[src/hdl/pbs32_pkg.sv]
// ----------------------------------------------------------------------------
// pbs32_pkg
// shared types and constants for the pcm byte to stereo s32 converter
// ----------------------------------------------------------------------------
`default_nettype none

package pbs32_pkg;

  // sample format codes, as written to the format register
  typedef enum logic [1:0] {
    FMT_U8  = 2'd0,
    FMT_S16 = 2'd1,
    FMT_S24 = 2'd2,
    FMT_S32 = 2'd3
  } sample_fmt_t;

  // register indexes on the configuration port
  localparam logic REG_CHANNEL_COUNT = 1'b0;
  localparam logic REG_SAMPLE_FORMAT = 1'b1;

  localparam int FrameBits   = 64;
  localparam int GatherBits  = 56;
  localparam int SampleBits  = 32;
  localparam int QueueDepth  = 2;
  localparam int QueuePtrW   = $clog2(QueueDepth);
  localparam int QueueCountW = $clog2(QueueDepth + 1);

  // one complete input frame with the format it was gathered under
  typedef struct packed {
    logic [FrameBits-1:0] frame;
    sample_fmt_t          fmt;
    logic                 mono;
  } frame_t;

endpackage

`default_nettype wire

[src/hdl/pcm_bytes_to_stereo_s32.sv]
// ----------------------------------------------------------------------------
// pcm_bytes_to_stereo_s32
// little-endian pcm byte stream (u8, s16, s24, s32; mono or stereo) to
// stereo frames of two left-aligned signed 32-bit samples
// ----------------------------------------------------------------------------
// the input takes one byte per cycle, except for the stall named below
// a frame's last byte goes into the queue; the result register loads it from there
// the front stalls on a frame's last byte only while the two-entry queue is full
// reset (rst_n low, synchronous): stereo, s32, empty frame, empty queue, no output
// any register write restarts the frame being gathered
// ----------------------------------------------------------------------------
`default_nettype none

module pcm_bytes_to_stereo_s32 (
  input  wire logic               clk,
  input  wire logic               rst_n,
  // byte input channel
  input  wire logic               in_valid,
  output logic                    in_ready,
  input  wire logic [7:0]         in_data_byte,
  // stereo result channel
  output logic                    out_valid,
  input  wire logic               out_ready,
  output logic signed [31:0]      out_left_sample,
  output logic signed [31:0]      out_right_sample,
  // apb configuration port, register i at byte address 4*i
  input  wire logic               psel,
  input  wire logic               penable,
  input  wire logic               pwrite,
  input  wire logic [2:0]         paddr,
  input  wire logic [31:0]        pwdata,
  output logic [31:0]             prdata,
  output logic                    pready
);
  import pbs32_pkg::*;

  logic [1:0]  channel_count_r;
  sample_fmt_t sample_format_r;
  logic        reg_index;
  logic        cfg_write;
  logic        mono;

  frame_t      push_data;
  frame_t      pop_data;
  logic        q_push;
  logic        q_pop;
  logic        q_full;
  logic        q_empty;

  // ---------------------------------------------------------------------------
  // configuration registers
  // ---------------------------------------------------------------------------
  assign pready    = 1'b1;
  assign reg_index = paddr[2];
  assign cfg_write = psel && penable && pwrite && pready;

  // only a channel count of one selects mono; zero and three act as stereo
  assign mono = channel_count_r == 2'd1;

  always_ff @(posedge clk) begin
    if (!rst_n) begin
      channel_count_r <= 2'd2;
      sample_format_r <= FMT_S32;
    end else if (cfg_write) begin
      case (reg_index)
        REG_CHANNEL_COUNT: channel_count_r <= pwdata[1:0];
        REG_SAMPLE_FORMAT: sample_format_r <= sample_fmt_t'(pwdata[1:0]);
        default: ;
      endcase
    end
  end

  always_comb begin
    case (reg_index)
      REG_CHANNEL_COUNT: prdata = {30'd0, channel_count_r};
      REG_SAMPLE_FORMAT: prdata = {30'd0, sample_format_r};
      default:           prdata = '0;
    endcase
  end

  // ---------------------------------------------------------------------------
  // front: byte gathering, stalled on a frame's last byte while the queue is full, else one transfer per cycle
  // ---------------------------------------------------------------------------
  pbs32_front u_front (
    .clk          (clk),
    .rst_n        (rst_n),
    .clear        (cfg_write),
    .fmt          (sample_format_r),
    .mono         (mono),
    .in_valid     (in_valid),
    .in_ready     (in_ready),
    .in_data_byte (in_data_byte),
    .q_full       (q_full),
    .q_push       (q_push),
    .q_push_data  (push_data)
  );

  // ---------------------------------------------------------------------------
  // queue: complete frames, each tagged with its format and channel mode
  // ---------------------------------------------------------------------------
  pbs32_queue u_queue (
    .clk       (clk),
    .rst_n     (rst_n),
    .push      (q_push),
    .push_data (push_data),
    .full      (q_full),
    .pop       (q_pop),
    .pop_data  (pop_data),
    .empty     (q_empty)
  );

  // ---------------------------------------------------------------------------
  // back: sample alignment and the registered result
  // ---------------------------------------------------------------------------
  pbs32_back u_back (
    .clk              (clk),
    .rst_n            (rst_n),
    .q_data           (pop_data),
    .q_empty          (q_empty),
    .q_pop            (q_pop),
    .out_valid        (out_valid),
    .out_ready        (out_ready),
    .out_left_sample  (out_left_sample),
    .out_right_sample (out_right_sample)
  );

endmodule

`default_nettype wire

[src/hdl/pbs32_front.sv]
// ----------------------------------------------------------------------------
// pbs32_front
// gathers input bytes into frames and pushes complete frames to the queue
// ----------------------------------------------------------------------------
`default_nettype none

module pbs32_front (
  input  wire logic                clk,
  input  wire logic                rst_n,
  input  wire logic                clear,
  input  wire pbs32_pkg::sample_fmt_t fmt,
  input  wire logic                mono,
  input  wire logic                in_valid,
  output logic                     in_ready,
  input  wire logic [7:0]          in_data_byte,
  input  wire logic                q_full,
  output logic                     q_push,
  output pbs32_pkg::frame_t        q_push_data
);
  import pbs32_pkg::*;

  logic [2:0]            pos_r;
  logic [2:0]            pos_nxt;
  logic [GatherBits-1:0] gathered_r;
  logic [GatherBits-1:0] gathered_nxt;
  logic [3:0]            sample_len;
  logic [3:0]            frame_len;
  logic                  last_byte;
  logic [FrameBits-1:0]  frame_w;
  logic                  accept;

  assign sample_len = {2'b00, fmt} + 4'd1;
  assign frame_len  = mono ? sample_len : {sample_len[2:0], 1'b0};
  assign last_byte  = ({1'b0, pos_r} + 4'd1) >= frame_len;

  assign frame_w = {{(FrameBits-GatherBits){1'b0}}, gathered_r}
                 | ({{(FrameBits-8){1'b0}}, in_data_byte} << {pos_r, 3'b000});

  // a byte that does not end a frame never needs queue room
  assign in_ready = !q_full || !last_byte;
  assign accept   = in_valid && in_ready;

  assign q_push      = accept && last_byte;
  assign q_push_data = '{frame: frame_w, fmt: fmt, mono: mono};

  always_comb begin
    pos_nxt      = pos_r;
    gathered_nxt = gathered_r;
    if (accept) begin
      if (last_byte) begin
        pos_nxt      = 3'd0;
        gathered_nxt = '0;
      end else begin
        pos_nxt      = pos_r + 3'd1;
        gathered_nxt = frame_w[GatherBits-1:0];
      end
    end
  end

  always_ff @(posedge clk) begin
    if (!rst_n || clear) begin
      pos_r      <= 3'd0;
      gathered_r <= '0;
    end else begin
      pos_r      <= pos_nxt;
      gathered_r <= gathered_nxt;
    end
  end

endmodule

`default_nettype wire

[src/hdl/pbs32_queue.sv]
// ----------------------------------------------------------------------------
// pbs32_queue
// short frame queue between the gather front and the conversion back
// ----------------------------------------------------------------------------
`default_nettype none

module pbs32_queue (
  input  wire logic              clk,
  input  wire logic              rst_n,
  input  wire logic              push,
  input  wire pbs32_pkg::frame_t push_data,
  output logic                   full,
  input  wire logic              pop,
  output pbs32_pkg::frame_t      pop_data,
  output logic                   empty
);
  import pbs32_pkg::*;

  frame_t                 mem_r [QueueDepth];
  logic [QueuePtrW-1:0]   wr_ptr_r;
  logic [QueuePtrW-1:0]   rd_ptr_r;
  logic [QueueCountW-1:0] count_r;
  logic [QueueCountW-1:0] count_nxt;
  logic                   do_push;
  logic                   do_pop;

  assign full     = count_r == QueueCountW'(QueueDepth);
  assign empty    = count_r == '0;
  assign do_push  = push && !full;
  assign do_pop   = pop && !empty;
  assign pop_data = mem_r[rd_ptr_r];

  always_comb begin
    count_nxt = count_r;
    if (do_push && !do_pop) begin
      count_nxt = count_r + 1'b1;
    end else if (do_pop && !do_push) begin
      count_nxt = count_r - 1'b1;
    end
  end

  always_ff @(posedge clk) begin
    if (do_push) begin
      mem_r[wr_ptr_r] <= push_data;
    end
  end

  always_ff @(posedge clk) begin
    if (!rst_n) begin
      wr_ptr_r <= '0;
      rd_ptr_r <= '0;
      count_r  <= '0;
    end else begin
      count_r <= count_nxt;
      if (do_push) begin
        wr_ptr_r <= (wr_ptr_r == QueuePtrW'(QueueDepth - 1)) ? '0 : wr_ptr_r + 1'b1;
      end
      if (do_pop) begin
        rd_ptr_r <= (rd_ptr_r == QueuePtrW'(QueueDepth - 1)) ? '0 : rd_ptr_r + 1'b1;
      end
    end
  end

endmodule

`default_nettype wire

[src/hdl/pbs32_back.sv]
// ----------------------------------------------------------------------------
// pbs32_back
// turns a queued frame into two left-aligned samples in the output register
// ----------------------------------------------------------------------------
`default_nettype none

module pbs32_back (
  input  wire logic              clk,
  input  wire logic              rst_n,
  input  wire pbs32_pkg::frame_t q_data,
  input  wire logic              q_empty,
  output logic                   q_pop,
  output logic                   out_valid,
  input  wire logic              out_ready,
  output logic signed [31:0]     out_left_sample,
  output logic signed [31:0]     out_right_sample
);
  import pbs32_pkg::*;

  logic                  valid_r;
  logic [SampleBits-1:0] left_r;
  logic [SampleBits-1:0] right_r;
  logic [SampleBits-1:0] left_w;
  logic [SampleBits-1:0] right_w;

  always_comb begin
    case (q_data.fmt)
      FMT_U8: begin
        left_w  = {~q_data.frame[7], q_data.frame[6:0], 24'd0};
        right_w = {~q_data.frame[15], q_data.frame[14:8], 24'd0};
      end
      FMT_S16: begin
        left_w  = {q_data.frame[15:0], 16'd0};
        right_w = {q_data.frame[31:16], 16'd0};
      end
      FMT_S24: begin
        left_w  = {q_data.frame[23:0], 8'd0};
        right_w = {q_data.frame[47:24], 8'd0};
      end
      FMT_S32: begin
        left_w  = q_data.frame[31:0];
        right_w = q_data.frame[63:32];
      end
      default: begin
        left_w  = q_data.frame[31:0];
        right_w = q_data.frame[63:32];
      end
    endcase
    if (q_data.mono) begin
      right_w = left_w;
    end
  end

  assign q_pop            = !q_empty && (!valid_r || out_ready);
  assign out_valid        = valid_r;
  assign out_left_sample  = left_r;
  assign out_right_sample = right_r;

  always_ff @(posedge clk) begin
    if (!rst_n) begin
      valid_r <= 1'b0;
    end else if (q_pop) begin
      valid_r <= 1'b1;
    end else if (out_ready) begin
      valid_r <= 1'b0;
    end
  end

  always_ff @(posedge clk) begin
    if (q_pop) begin
      left_r  <= left_w;
      right_r <= right_w;
    end
  end

endmodule

`default_nettype wire

[config.mk]
export PLATFORM = sky130hd
export DESIGN_NAME = pcm_bytes_to_stereo_s32
export DESIGN_NICKNAME = d
export VERILOG_FILES = /design/src/hdl/pbs32_pkg.sv /design/src/hdl/pcm_bytes_to_stereo_s32.sv /design/src/hdl/pbs32_front.sv /design/src/hdl/pbs32_queue.sv /design/src/hdl/pbs32_back.sv
export SDC_FILE = /design/constraint.sdc
export NUM_CORES = 1
export LEC_CHECK = 0
export ABC_CLOCK_PERIOD_IN_PS = 6900
export BUFFER_PORTS_ARGS = -buffer_cell sky130_fd_sc_hd__buf_2
export CAP_MARGIN = 20
export CORE_UTILIZATION = 36
export DETAILED_ROUTE_END_ITERATION = 16
export PLACE_DENSITY = 0.51
export SLEW_MARGIN = 30
export SYNTH_ARGS = -nofsm -noshare
export SYNTH_HDL_FRONTEND = slang
export SYNTH_SLANG_ARGS = --single-unit
[constraint.sdc]
create_clock -name clk -period 6.9 [get_ports clk]
set_input_delay 1.38 -clock clk [delete_from_list [all_inputs] [get_ports clk]]
set_output_delay 1.38 -clock clk [all_outputs]
set_load 0.005 [all_outputs]
Word-level counts from Yosys, hierarchy flattened
Memories as Yosys holds them, arrays and structs flattened. A register that Yosys moved wholly into a read port is not among the register bits.
Index checks and enable logic that the tools add are counted.
{"block": "op_classes", "n_addsub": 7, "n_lt_le_gt_ge": 1, "n_eq_ne": 5, "shifts": 1, "mux": 17, "n_bitwise": 4, "n_reduce_logical": 25}
{"operator": "one-hot mux 32 bit (4 select lines)", "n": 2}
{"operator": "bitwise OR 56 x 64 -> 64 bit", "n": 1}
{"operator": "one-hot mux 32 bit (2 select lines)", "n": 1}
{"operator": "<< shifter 8 x 6 -> 64 bit", "n": 1}
{"operator": "2-to-1 mux 56 bit", "n": 1}
{"operator": "2-to-1 mux 32 bit", "n": 1}
{"operator": "logical AND 1 bit", "n": 9}
{"operator": "2-to-1 mux 1 bit", "n": 8}
{"operator": "zero test 1 bit", "n": 7}
{"operator": "equality test 2 bit (second input constant)", "n": 3}
{"operator": "adder 3 x 1 -> 4 bit (second input constant)", "n": 1}
{"operator": "equality test 2 x 1 -> 1 bit (second input constant)", "n": 2}
{"operator": ">= comparator 4 bit", "n": 1}
{"operator": "zero test 2 bit", "n": 2}
{"operator": "2-to-1 mux 2 bit", "n": 2}
{"operator": "2-to-1 mux 4 bit", "n": 1}
{"operator": "AND reduction 2 bit", "n": 2}
{"operator": "nonzero test 2 bit", "n": 2}
{"operator": "adder 2 x 1 -> 3 bit (second input constant)", "n": 1}
{"operator": "adder 3 x 1 -> 3 bit (second input constant)", "n": 1}
{"operator": "logical OR 1 bit", "n": 3}
{"operator": "2-to-1 mux 3 bit", "n": 1}
{"operator": "inverter 1 bit", "n": 3}
{"operator": "adder 1 bit (second input constant)", "n": 2}
{"operator": "other kinds (2)", "n": 2}
{"block": "totals", "ff_bits": 132, "ramBits": 134, "in_bits": 50, "output_inout_bits": 99, "wordCells": 71, "memories": 1}
{"memory": "u_queue.mem_r", "depth": 2, "width": 67, "rd": 1, "rd_ports_with_merged_regs": 1, "wr": 1, "line_no": "pbs32_queue.sv:19", "rtl": "frame_t mem_r [QueueDepth];"}

Logic depth before layout (Yosys ltp)
Gate-level depths: netlist of the first run.
{"block": "depth", "word_depth": 12, "depth_mapped": 13, "ltp_nobuf": 11}

Hierarchy
From an unflattened synthesis of the first run, not the netlist that was laid out.
{"block": "unflattened", "cells_unflattened": 801, "hier_area_um2": 11708.7}
{"module": "pbs32_queue", "instances": 1, "cells_per_inst": 233, "area_per_inst_um2": 5068.6, "seq_area_each_um2": 4124.0}
{"module": "pbs32_back", "instances": 1, "cells_per_inst": 267, "area_per_inst_um2": 3563.4, "seq_area_each_um2": 1941.9}
{"module": "pbs32_front", "instances": 1, "cells_per_inst": 247, "area_per_inst_um2": 2618.8, "seq_area_each_um2": 1181.1}
{"module": "pcm_bytes_to_stereo_s32", "instances": 1, "cells_per_inst": 54, "area_per_inst_um2": 457.9, "seq_area_each_um2": 80.1}

Least setup slack after synthesis of the first run
OpenSTA, ideal clock, no wires.
{"block": "synth_path", "path_type": "input -> register", "from": "input port out_ready", "to": "register u_queue.count_r[1]", "setup_time_ns": 0.070, "t_arrival_ns": 5.235, "required_time_ns": 6.830, "setup_slack_ns": 1.595, "stages": 7, "n_path_buf": 0, "cell_sequence": "nor2b_1 -> nor2_1 -> inv_1 -> ha_1 -> xor2_1 -> or3_1 -> a21oi_1"}
{"block": "synth_via", "elab_chain_cells": 6, "elab_cells_between_ends": 8, "classes_between": "mux: 1; reduce/logical: 7"}
{"item": "start, declared", "line_no": "pcm_bytes_to_stereo_s32.sv:23", "rtl": "input wire logic out_ready,"}
{"item": "logical OR 1 bit (*)", "line_no": "pbs32_back.sv:54", "rtl": "assign q_pop = !q_empty && (!valid_r || out_ready);"}
{"item": "logical AND 1 bit (*)", "line_no": "pbs32_back.sv:54"}
{"item": "named net q_pop", "line_no": "pcm_bytes_to_stereo_s32.sv:46", "rtl": "logic q_pop;"}
{"item": "logical AND 1 bit (*)", "line_no": "pbs32_queue.sv:30", "rtl": "assign do_pop = pop && !empty;"}
{"item": "zero test 1 bit", "line_no": "pbs32_queue.sv:35", "rtl": "if (do_push && !do_pop) begin"}
{"item": "logical AND 1 bit", "line_no": "pbs32_queue.sv:35"}
{"item": "2-to-1 mux 2 bit / nonzero test 2 bit (equally long branches)"}
{"item": "end signal, assigned", "line_no": "pbs32_queue.sv:54", "rtl": "count_r <= count_nxt;"}
{"item": "end, declared", "line_no": "pbs32_queue.sv:22", "rtl": "logic [QueueCountW-1:0] count_r;"}
The timed path passes the listed nets; every way through them passes the cells marked *.
A chain may end at the register's enable or synchronous reset.

Final worst setup path of the first run
{"block": "layout_path", "from": "register u_front.pos_r[0]", "to": "output port in_ready"}
{"block": "layout_via", "elab_chain_cells": 4}
{"item": "start, declared", "line_no": "pbs32_front.sv:22", "rtl": "logic [2:0] pos_r;"}
{"item": "start signal, assigned", "line_no": "pbs32_front.sv:65", "rtl": "pos_r <= pos_nxt;"}
{"item": "adder 3 x 1 -> 4 bit", "line_no": "pbs32_front.sv:34", "rtl": "assign last_byte = ({1'b0, pos_r} + 4'd1) >= frame_len;"}
{"item": ">= comparator 4 bit", "line_no": "pbs32_front.sv:34"}
{"item": "zero test 1 bit", "line_no": "pbs32_front.sv:40", "rtl": "assign in_ready = !q_full || !last_byte;"}
{"item": "logical OR 1 bit", "line_no": "pbs32_front.sv:40"}
{"item": "end, declared", "line_no": "pcm_bytes_to_stereo_s32.sv:19", "rtl": "output logic in_ready,"}
No other way between the ends.

==> results of run 1 <==
## through the flow
stage / util, % / hold WS [ns] / total power [µW] / setup slack (ns)
after floorplan: - / 0.457 / 2850 / 1.59
after global placement: 38.5 / 0.467 / 3190 / 2.98
after detailed placement: 38.5 / 0.473 / 3210 / 2.94
after CTS: 41.0 / 0.481 / 4650 / 2.66
after global routing: 41.1 / 0.509 / 4840 / 2.42
final: 41.1 / 0.479 / 4600 / 2.68
## logic make-up (layout without fill, tap and decap cells)
logic type	Yosys count	in the layout
fa+ha+maj	7	7
simple gates	295	295
flops	267	267
mux	127	127
buf+inv	165	215
compound gates	223	223
other cells	2	34
xor+xnor	4	4
## worst max-delay path by stage
stage	depth (start not counted)	from	end	slack (ns)
2_1_floorplan	7	out_ready	u_queue.count_r[1]$_SDFFE_PN0P_	1.59
3_3_place_gp	8	u_front.pos_r[0]$_SDFFE_PP0N_	u_queue.mem_r[0][7]$_DFFE_PP_	2.98
3_5_place_dp	8	u_front.pos_r[0]$_SDFFE_PP0N_	u_queue.mem_r[0][7]$_DFFE_PP_	2.94
4_1_cts	7	u_front.pos_r[0]$_SDFFE_PP0N_	in_ready	2.66
5_1_grt	7	u_front.pos_r[0]$_SDFFE_PP0N_	in_ready	2.42
6_report	7	u_front.pos_r[0]$_SDFFE_PP0N_	in_ready	2.68
## tightest hold or removal path, delay by kind of cell, from the launching register on
| kind | cells | cell delay [ns] |
|---|---|---|
| compound gates | 1 | 0.06 |
| buf+inv | 1 | 0.06 |
| flops | 1 | 0.31 |
## registers in the layout (all words and copies together) (netlist names), named ones only
signal                   cells
u_queue.mem_r              134
u_front.gathered_r          56
u_queue.wr_ptr_r             1
u_back.out_right_sample     32
sample_format_r              2
u_back.out_valid             1
channel_count_r              2
u_front.pos_r                3
u_back.out_left_sample      32
u_queue.count_r              2
u_queue.rd_ptr_r             1
## metal layers
metal	vias to the layer above	wire (µm)	GRT usage [%]
met4	0	842	5.46
met2	219	13100	25.4
met3	46	1510	2.49
met1	3926	15700	25.9
met5	-	0	0
li1	4051	-	-
## power by group
| part | switching [µW] | leakage (µW) | internal [µW] |
|---|---|---|---|
| clock network | 612 | 0.000423 | 821 |
| logic | 687 | 0.00221 | 388 |
| registers | 109 | 0.00236 | 1980 |
## cell usage in the layout (no fill, tap or decap), types with 4 or more instances in the layout
cell type  netlist  final
dfxtp_1         69     68
buf_4           41     14
clkinv_2         0      4
nor2_1          75     73
a211o_1          6      6
nor3_1           9      9
nand2b_1         7      7
a31oi_1         16     16
o31ai_1          8      8
nand2_1        152    151
o221ai_1         5      5
nor2b_1         11     10
a2111oi_1        9      9
a2111oi_2       47     47
clkinv_1         0      6
a211oi_1        15     15
edfxtp_1       198    198
a22oi_1          8      8
buf_2           29     85
a21oi_1         38     38
inv_1           60     59
nand3_1         30     30
o211ai_1        11     11
mux2i_1        105    103
clkbuf_1        24     13
ha_1             7      7
conb_1           2     31
mux2_2          21     20
clkbuf_16        0     31
o21ai_0         47     47
## final cells by class
| class | instances | area, µm² | share of cell area, % |
|---|---|---|---|
| clock inverter | 12 | 57.6 | 0.404 |
| timing repair buffer | 99 | 531 | 3.72 |
| sequential | 267 | 7330 | 51.4 |
| inverter | 60 | 225 | 1.58 |
| multi-input combinational | 687 | 4710 | 33.1 |
| clock buffer | 44 | 825 | 5.78 |
| antenna | 3 | 7.51 | 0.0526 |
| tap | 455 | 569 | 3.99 |
## synthesized netlist by cell type, types with 8 or more instances
cell type	number
edfxtp_1	198
nand2_1	152
mux2i_1	105
nor2_1	75
dfxtp_1	69
inv_1	60
a2111oi_2	47
o21ai_0	47
buf_4	41
a21oi_1	38
nand3_1	30
buf_2	29
clkbuf_1	24
mux2_2	21
a31oi_1	16
a211oi_1	15
nor2b_1	11
o211ai_1	11
a2111oi_1	9
nor3_1	9
a22oi_1	8
buf_6	8
o31ai_1	8
==> flow_metrics.tcl, run 1 <==
set metrics [dict create \
    r2r_start "u_front.pos_r[0]$_SDFFE_PP0N_" \
    clock-root-buffer "clkbuf_16" \
    worstRegToRegCells 8 \
    synth.mux.area_fraction_pct 10.2 \
    synth_edf_count 198 \
    area_growth_pct 12.0 \
    antenna_found_initial 3 \
    ir_drop_v 0.000203 \
    clkLatencyLatePin_ns 0.55 \
    first_pass_iters 6 \
    drive_above_1_share_pct 19.2 \
    fin_tns_setup_ns 0 \
    placed_area_um2 13400 \
    fin_crit_sh_pct 61.1 \
    endpoint_kind "primary output" \
    cts.clk_slew.worst_paths_ns 0.06 \
    dp_hpwl_mm 21.3 \
    crit_path_max_incr_delay_ns 0.79 \
    via_per_inst 5.07 \
    worst_pin_slew_ns 0.968 \
    port_buffers 85 \
    grt_pass1_vias 7784 \
    yosysWarnings 0 \
    required_ns 5.52 \
    reg2reg_to "u_queue.mem_r[0][58]$_DFFE_PP_" \
    final_max_slew_viol_count 0 \
    critPathKind "reg2out" \
    cp_cell_sequence "buf_4 -> and3_1 -> ha_1 -> a21oi_2 -> o21ai_0 -> nand2b_1 -> buf_2" \
    drc 0 \
    rsz0062_at_grt "false" \
    synthAdderAreaFrac_pct 0.688 \
    dr.first_iter.drc_count 574 \
    wl_mm 31.1 \
    core_area_um2 34700 \
    synthXorXnorAreaFrac_pct 0.275 \
    synth-simple-area-share_pct 9.76 \
    grt_usage_pct 17.2 \
    h-tree-depth 1 \
    syn_area_um2 12700 \
    avgSynthCellArea_um2 11.7 \
    reg2reg_setup_slack_ns 3.00 \
    startpoint_type "register" \
    worst_path_max_delay_cell "dfxtp_1" \
    synth_top_area_cell "edfxtp_1" \
    cts_resized 0 \
    ys_seq_area_share_pct 57.5 \
    holdPathStages 2 \
    cts_hold_buffers 0 \
    stdcell_area_um2 14300 \
    min_to "u_front.gathered_r[5]$_SDFFE_PP0N_" \
    synth_cell_types 48 \
    synthCells 1090 \
    synth-compound-area-share_pct 14.6 \
    period_minus_slack_ns 4.22 \
    cp_num_buf_inv 2 \
    initial_core_util_pct 36.7 \
    die_h_um 190 \
    skew_ns 0.0127 \
    async_reset_ff_share_pct 0 \
    grt-ovfl-total 0 \
    slew_headroom_pct 35.4 \
    status "completed" \
    cts-buffers-inserted 30 \
    num_rows 68 \
    p_per_area_nw_per_um2 323 \
    synth_top_area_share_pct 46.7 \
    hold_class "reg2reg" \
    clock-sinks 267 \
    dp.cells 1568 \
    crit_arrival_ns 2.84 \
    post_cts_buffers 0 \
    ant_nets 0 \
    die_w_um 190 \
    leakagePower_uw 0.00499 \
    vias 8242 \
    grt_start_max_net_pins 67 \
    ys_top_cells_by_area "edfxtp_1 (47%), dfxtp_1 (11%), mux2i_1 (8.3%), a2111oi_2 (5.5%), nand2_1 (4.5%)" \
    dieArea_um2 36100 \
    final_nets 1202 \
    critPathMaxFanout 24 \
    setup-violations-final 0 \
    hp-start "u_front.gathered_r[5]$_SDFFE_PP0N_" \
    place.gp.congestion 0.804 \
    synth-main-ff-cell "edfxtp_1" \
    io_pins 149 \
    drv_cap 0 \
    final_hold_viol_count 0 \
    n_fill_cell 3356 \
    path_delay_family "flip-flops" \
    synth_top_family_by_area "compound AO/OA/AOI/OAI gates" \
    fmax_ghz 0.237 \
    final_cell_count_no_fill 1627 \
    wl_per_cell_um 19.1 \
    clk_path_buf_depth 3 \
    synth-seq-cells 267 \
    tritoncts "built" \
    grt_pass1_wl_mm 47.3 \
]
No activity file was read; power rests on OpenSTA's default activity.
==> run 2: changes to the inputs <==
- ABC_CLOCK_PERIOD_IN_PS: 6900 -> 3600
- PLACE_DENSITY: 0.51 -> 0.53
- clock period: 6.9 -> 3.6 ns (I/O delays scaled with it)
==> run 2 against run 1 <==
Net effect:
- critical path depth did not move
- first-iteration DRC count fell by 0.87%
- worst hold slack got worse by 0.099 ns
- sequential share of layout area fell by 0.96 points
- total power rose by 99%
- die area did not move
- sequential cell count did not move
- global-route usage fell by 0.42 points
- register-to-register slack got worse by 2.5 ns
- clock-buffer cell count fell by 11
- combinational power rose by 100%
==> flow_metrics.tcl, run 2 (synthesis results as in run 1) <==
set metrics [dict create \
    clock-root-buffer "clkbuf_16" \
    grt_pass1_wl_mm 46.0 \
    slew_headroom_pct 34.8 \
    vias 8353 \
    p_int_uw 6410 \
    num_rows 68 \
    drive_above_1_share_pct 20.6 \
    ant_nets 0 \
    setup-violations-final 0 \
    drv_cap 0 \
    hold_class "in2reg" \
    fin_tns_setup_ns 0 \
    post_cts_buffers 0 \
    place.gp.congestion 0.877 \
    rsz0062_at_grt "false" \
    skew_ns 0.0214 \
    io_pins 149 \
    first_pass_iters 5 \
    clkLatencyLatePin_ns 0.57 \
    initial_core_util_pct 36.7 \
    worst_path_max_delay_cell "dfxtp_1" \
    h-tree-depth 1 \
    crit_arrival_ns 2.55 \
    n_fill_cell 3304 \
    p_per_area_nw_per_um2 629 \
    fin_ws_ns 0.326 \
    grt-ovfl-total 0 \
    seq_power_share_pct 42.9 \
    drc 0 \
    combPwrFrac_pct 23.9 \
    grt_start_max_net_pins 68 \
    wl_mm 30.7 \
    wl_per_cell_um 18.7 \
    startpoint_type "register" \
    power.total_uw 9140 \
    cp_cell_sequence "ha_1 -> o21ai_0 -> ha_1 -> o211ai_2 -> o21ai_0 -> nand2b_1 -> buf_2" \
    cts_hold_buffers 0 \
    top_regs "u_queue.mem_r (134), u_front.gathered_r (56)" \
    layout_common_cells "edfxtp_1 (198), nand2_1 (151), mux2i_1 (104)" \
    tritoncts "built" \
    ir_drop_v 0.000441 \
    post-route-util_pct 41.9 \
    endpoint_kind "primary output" \
    clk_path_buf_depth 3 \
    final_common_cell "edfxtp_1" \
    largest_register_ffs 134 \
    critPathKind "reg2out" \
    holdWs_ns 0.380 \
    crit_path_max_incr_delay_ns 0.54 \
    antenna_found_initial 3 \
    fin_crit_sh_pct 90.9 \
    regMostFlops "u_queue.mem_r" \
    grt_usage_pct 16.8 \
    area_growth_pct 14.1 \
    required_ns 2.88 \
    period_minus_slack_ns 3.27 \
    final_hold_viol_count 0 \
    dr.first_iter.drc_count 569 \
    dieArea_um2 36100 \
    leakagePower_uw 0.00513 \
    cts.clk_slew.worst_paths_ns 0.06 \
    switching_share_pct 29.9 \
    fmax_ghz 0.305 \
    die_h_um 190 \
    dpl_worst_slack_ns 0.554 \
    path_delay_family "compound AO/OA/AOI/OAI gates" \
    dp_hpwl_mm 21.6 \
    cts-buffers-inserted 29 \
    clkPwrFrac_pct 33.3 \
    cp_num_buf_inv 1 \
    clock-sinks 267 \
    cts_resized 0 \
    final_nets 1218 \
    switchingPower_uw 2730 \
    critPathMaxFanout 7 \
    via_per_inst 5.10 \
    grt_pass1_vias 7592 \
    core_area_um2 34700 \
    final_max_slew_viol_count 0 \
    port_buffers 85 \
    status "completed" \
    die_w_um 190 \
    worst_pin_slew_ns 0.978 \
]
[run 2: metal layers]
metal	track usage (%)	routed length (µm)	share of wire (%)	up-vias
li1	-	-	-	4084
met1	25.7	15500	50	3975
met2	24.2	12800	42	243
met3	2.79	1550	5.1	47
met4	4.90	805	2.6	4
met5	0	23	0.075	-
[run 2: layout make-up]
| class | instances | area [µm²] | share of cell area [%] |
|---|---|---|---|
| Sequential cell | 267 | 7330 | 50.5 |
| Multi-Input combinational cell | 687 | 4700 | 32.4 |
| Clock buffer | 33 | 741 | 5.10 |
| Timing Repair Buffer | 116 | 721 | 4.96 |
| Tap cell | 455 | 569 | 3.92 |
| Clock inverter | 20 | 234 | 1.61 |
| Inverter | 60 | 229 | 1.58 |
| Antenna cell | 1 | 2.50 | 0.0172 |
[run 2: power by group through the flow]
stage          combinational (µW)  clock [µW]  sequential (µW)
6_report                     2180        3040             3920
5_1_grt                      2390        3240             3950
4_1_cts                      2190        3110             3930
3_5_place_dp                 2190           0             3990
3_3_place_gp                 2170           0             3980
2_1_floorplan                1450           0             4000
[run 2: final timing paths]
path	slack [ns]	start	to	cells after the start
setup / recovery	0.33	sample_format_r[0]$_SDFFE_PN1P_	in_ready	7
hold / removal	0.38	rst_n	sample_format_r[0]$_SDFFE_PN1P_	2
hold reg to reg	0.48	u_front.gathered_r[0]$_SDFFE_PP0N_	u_front.gathered_r[0]$_SDFFE_PP0N_	2
setup reg to reg	0.55	sample_format_r[0]$_SDFFE_PN1P_	u_queue.mem_r[0][17]$_DFFE_PP_	8
[run 2: metrics by stage]
stage / area [µm²] / instances
after global routing: 14500 / 1638
final: 14500 / 1639
after detailed placement: 13600 / 1585
after CTS: 14500 / 1638
after global placement: 13500 / 1585
after floorplan: 12900 / 1119
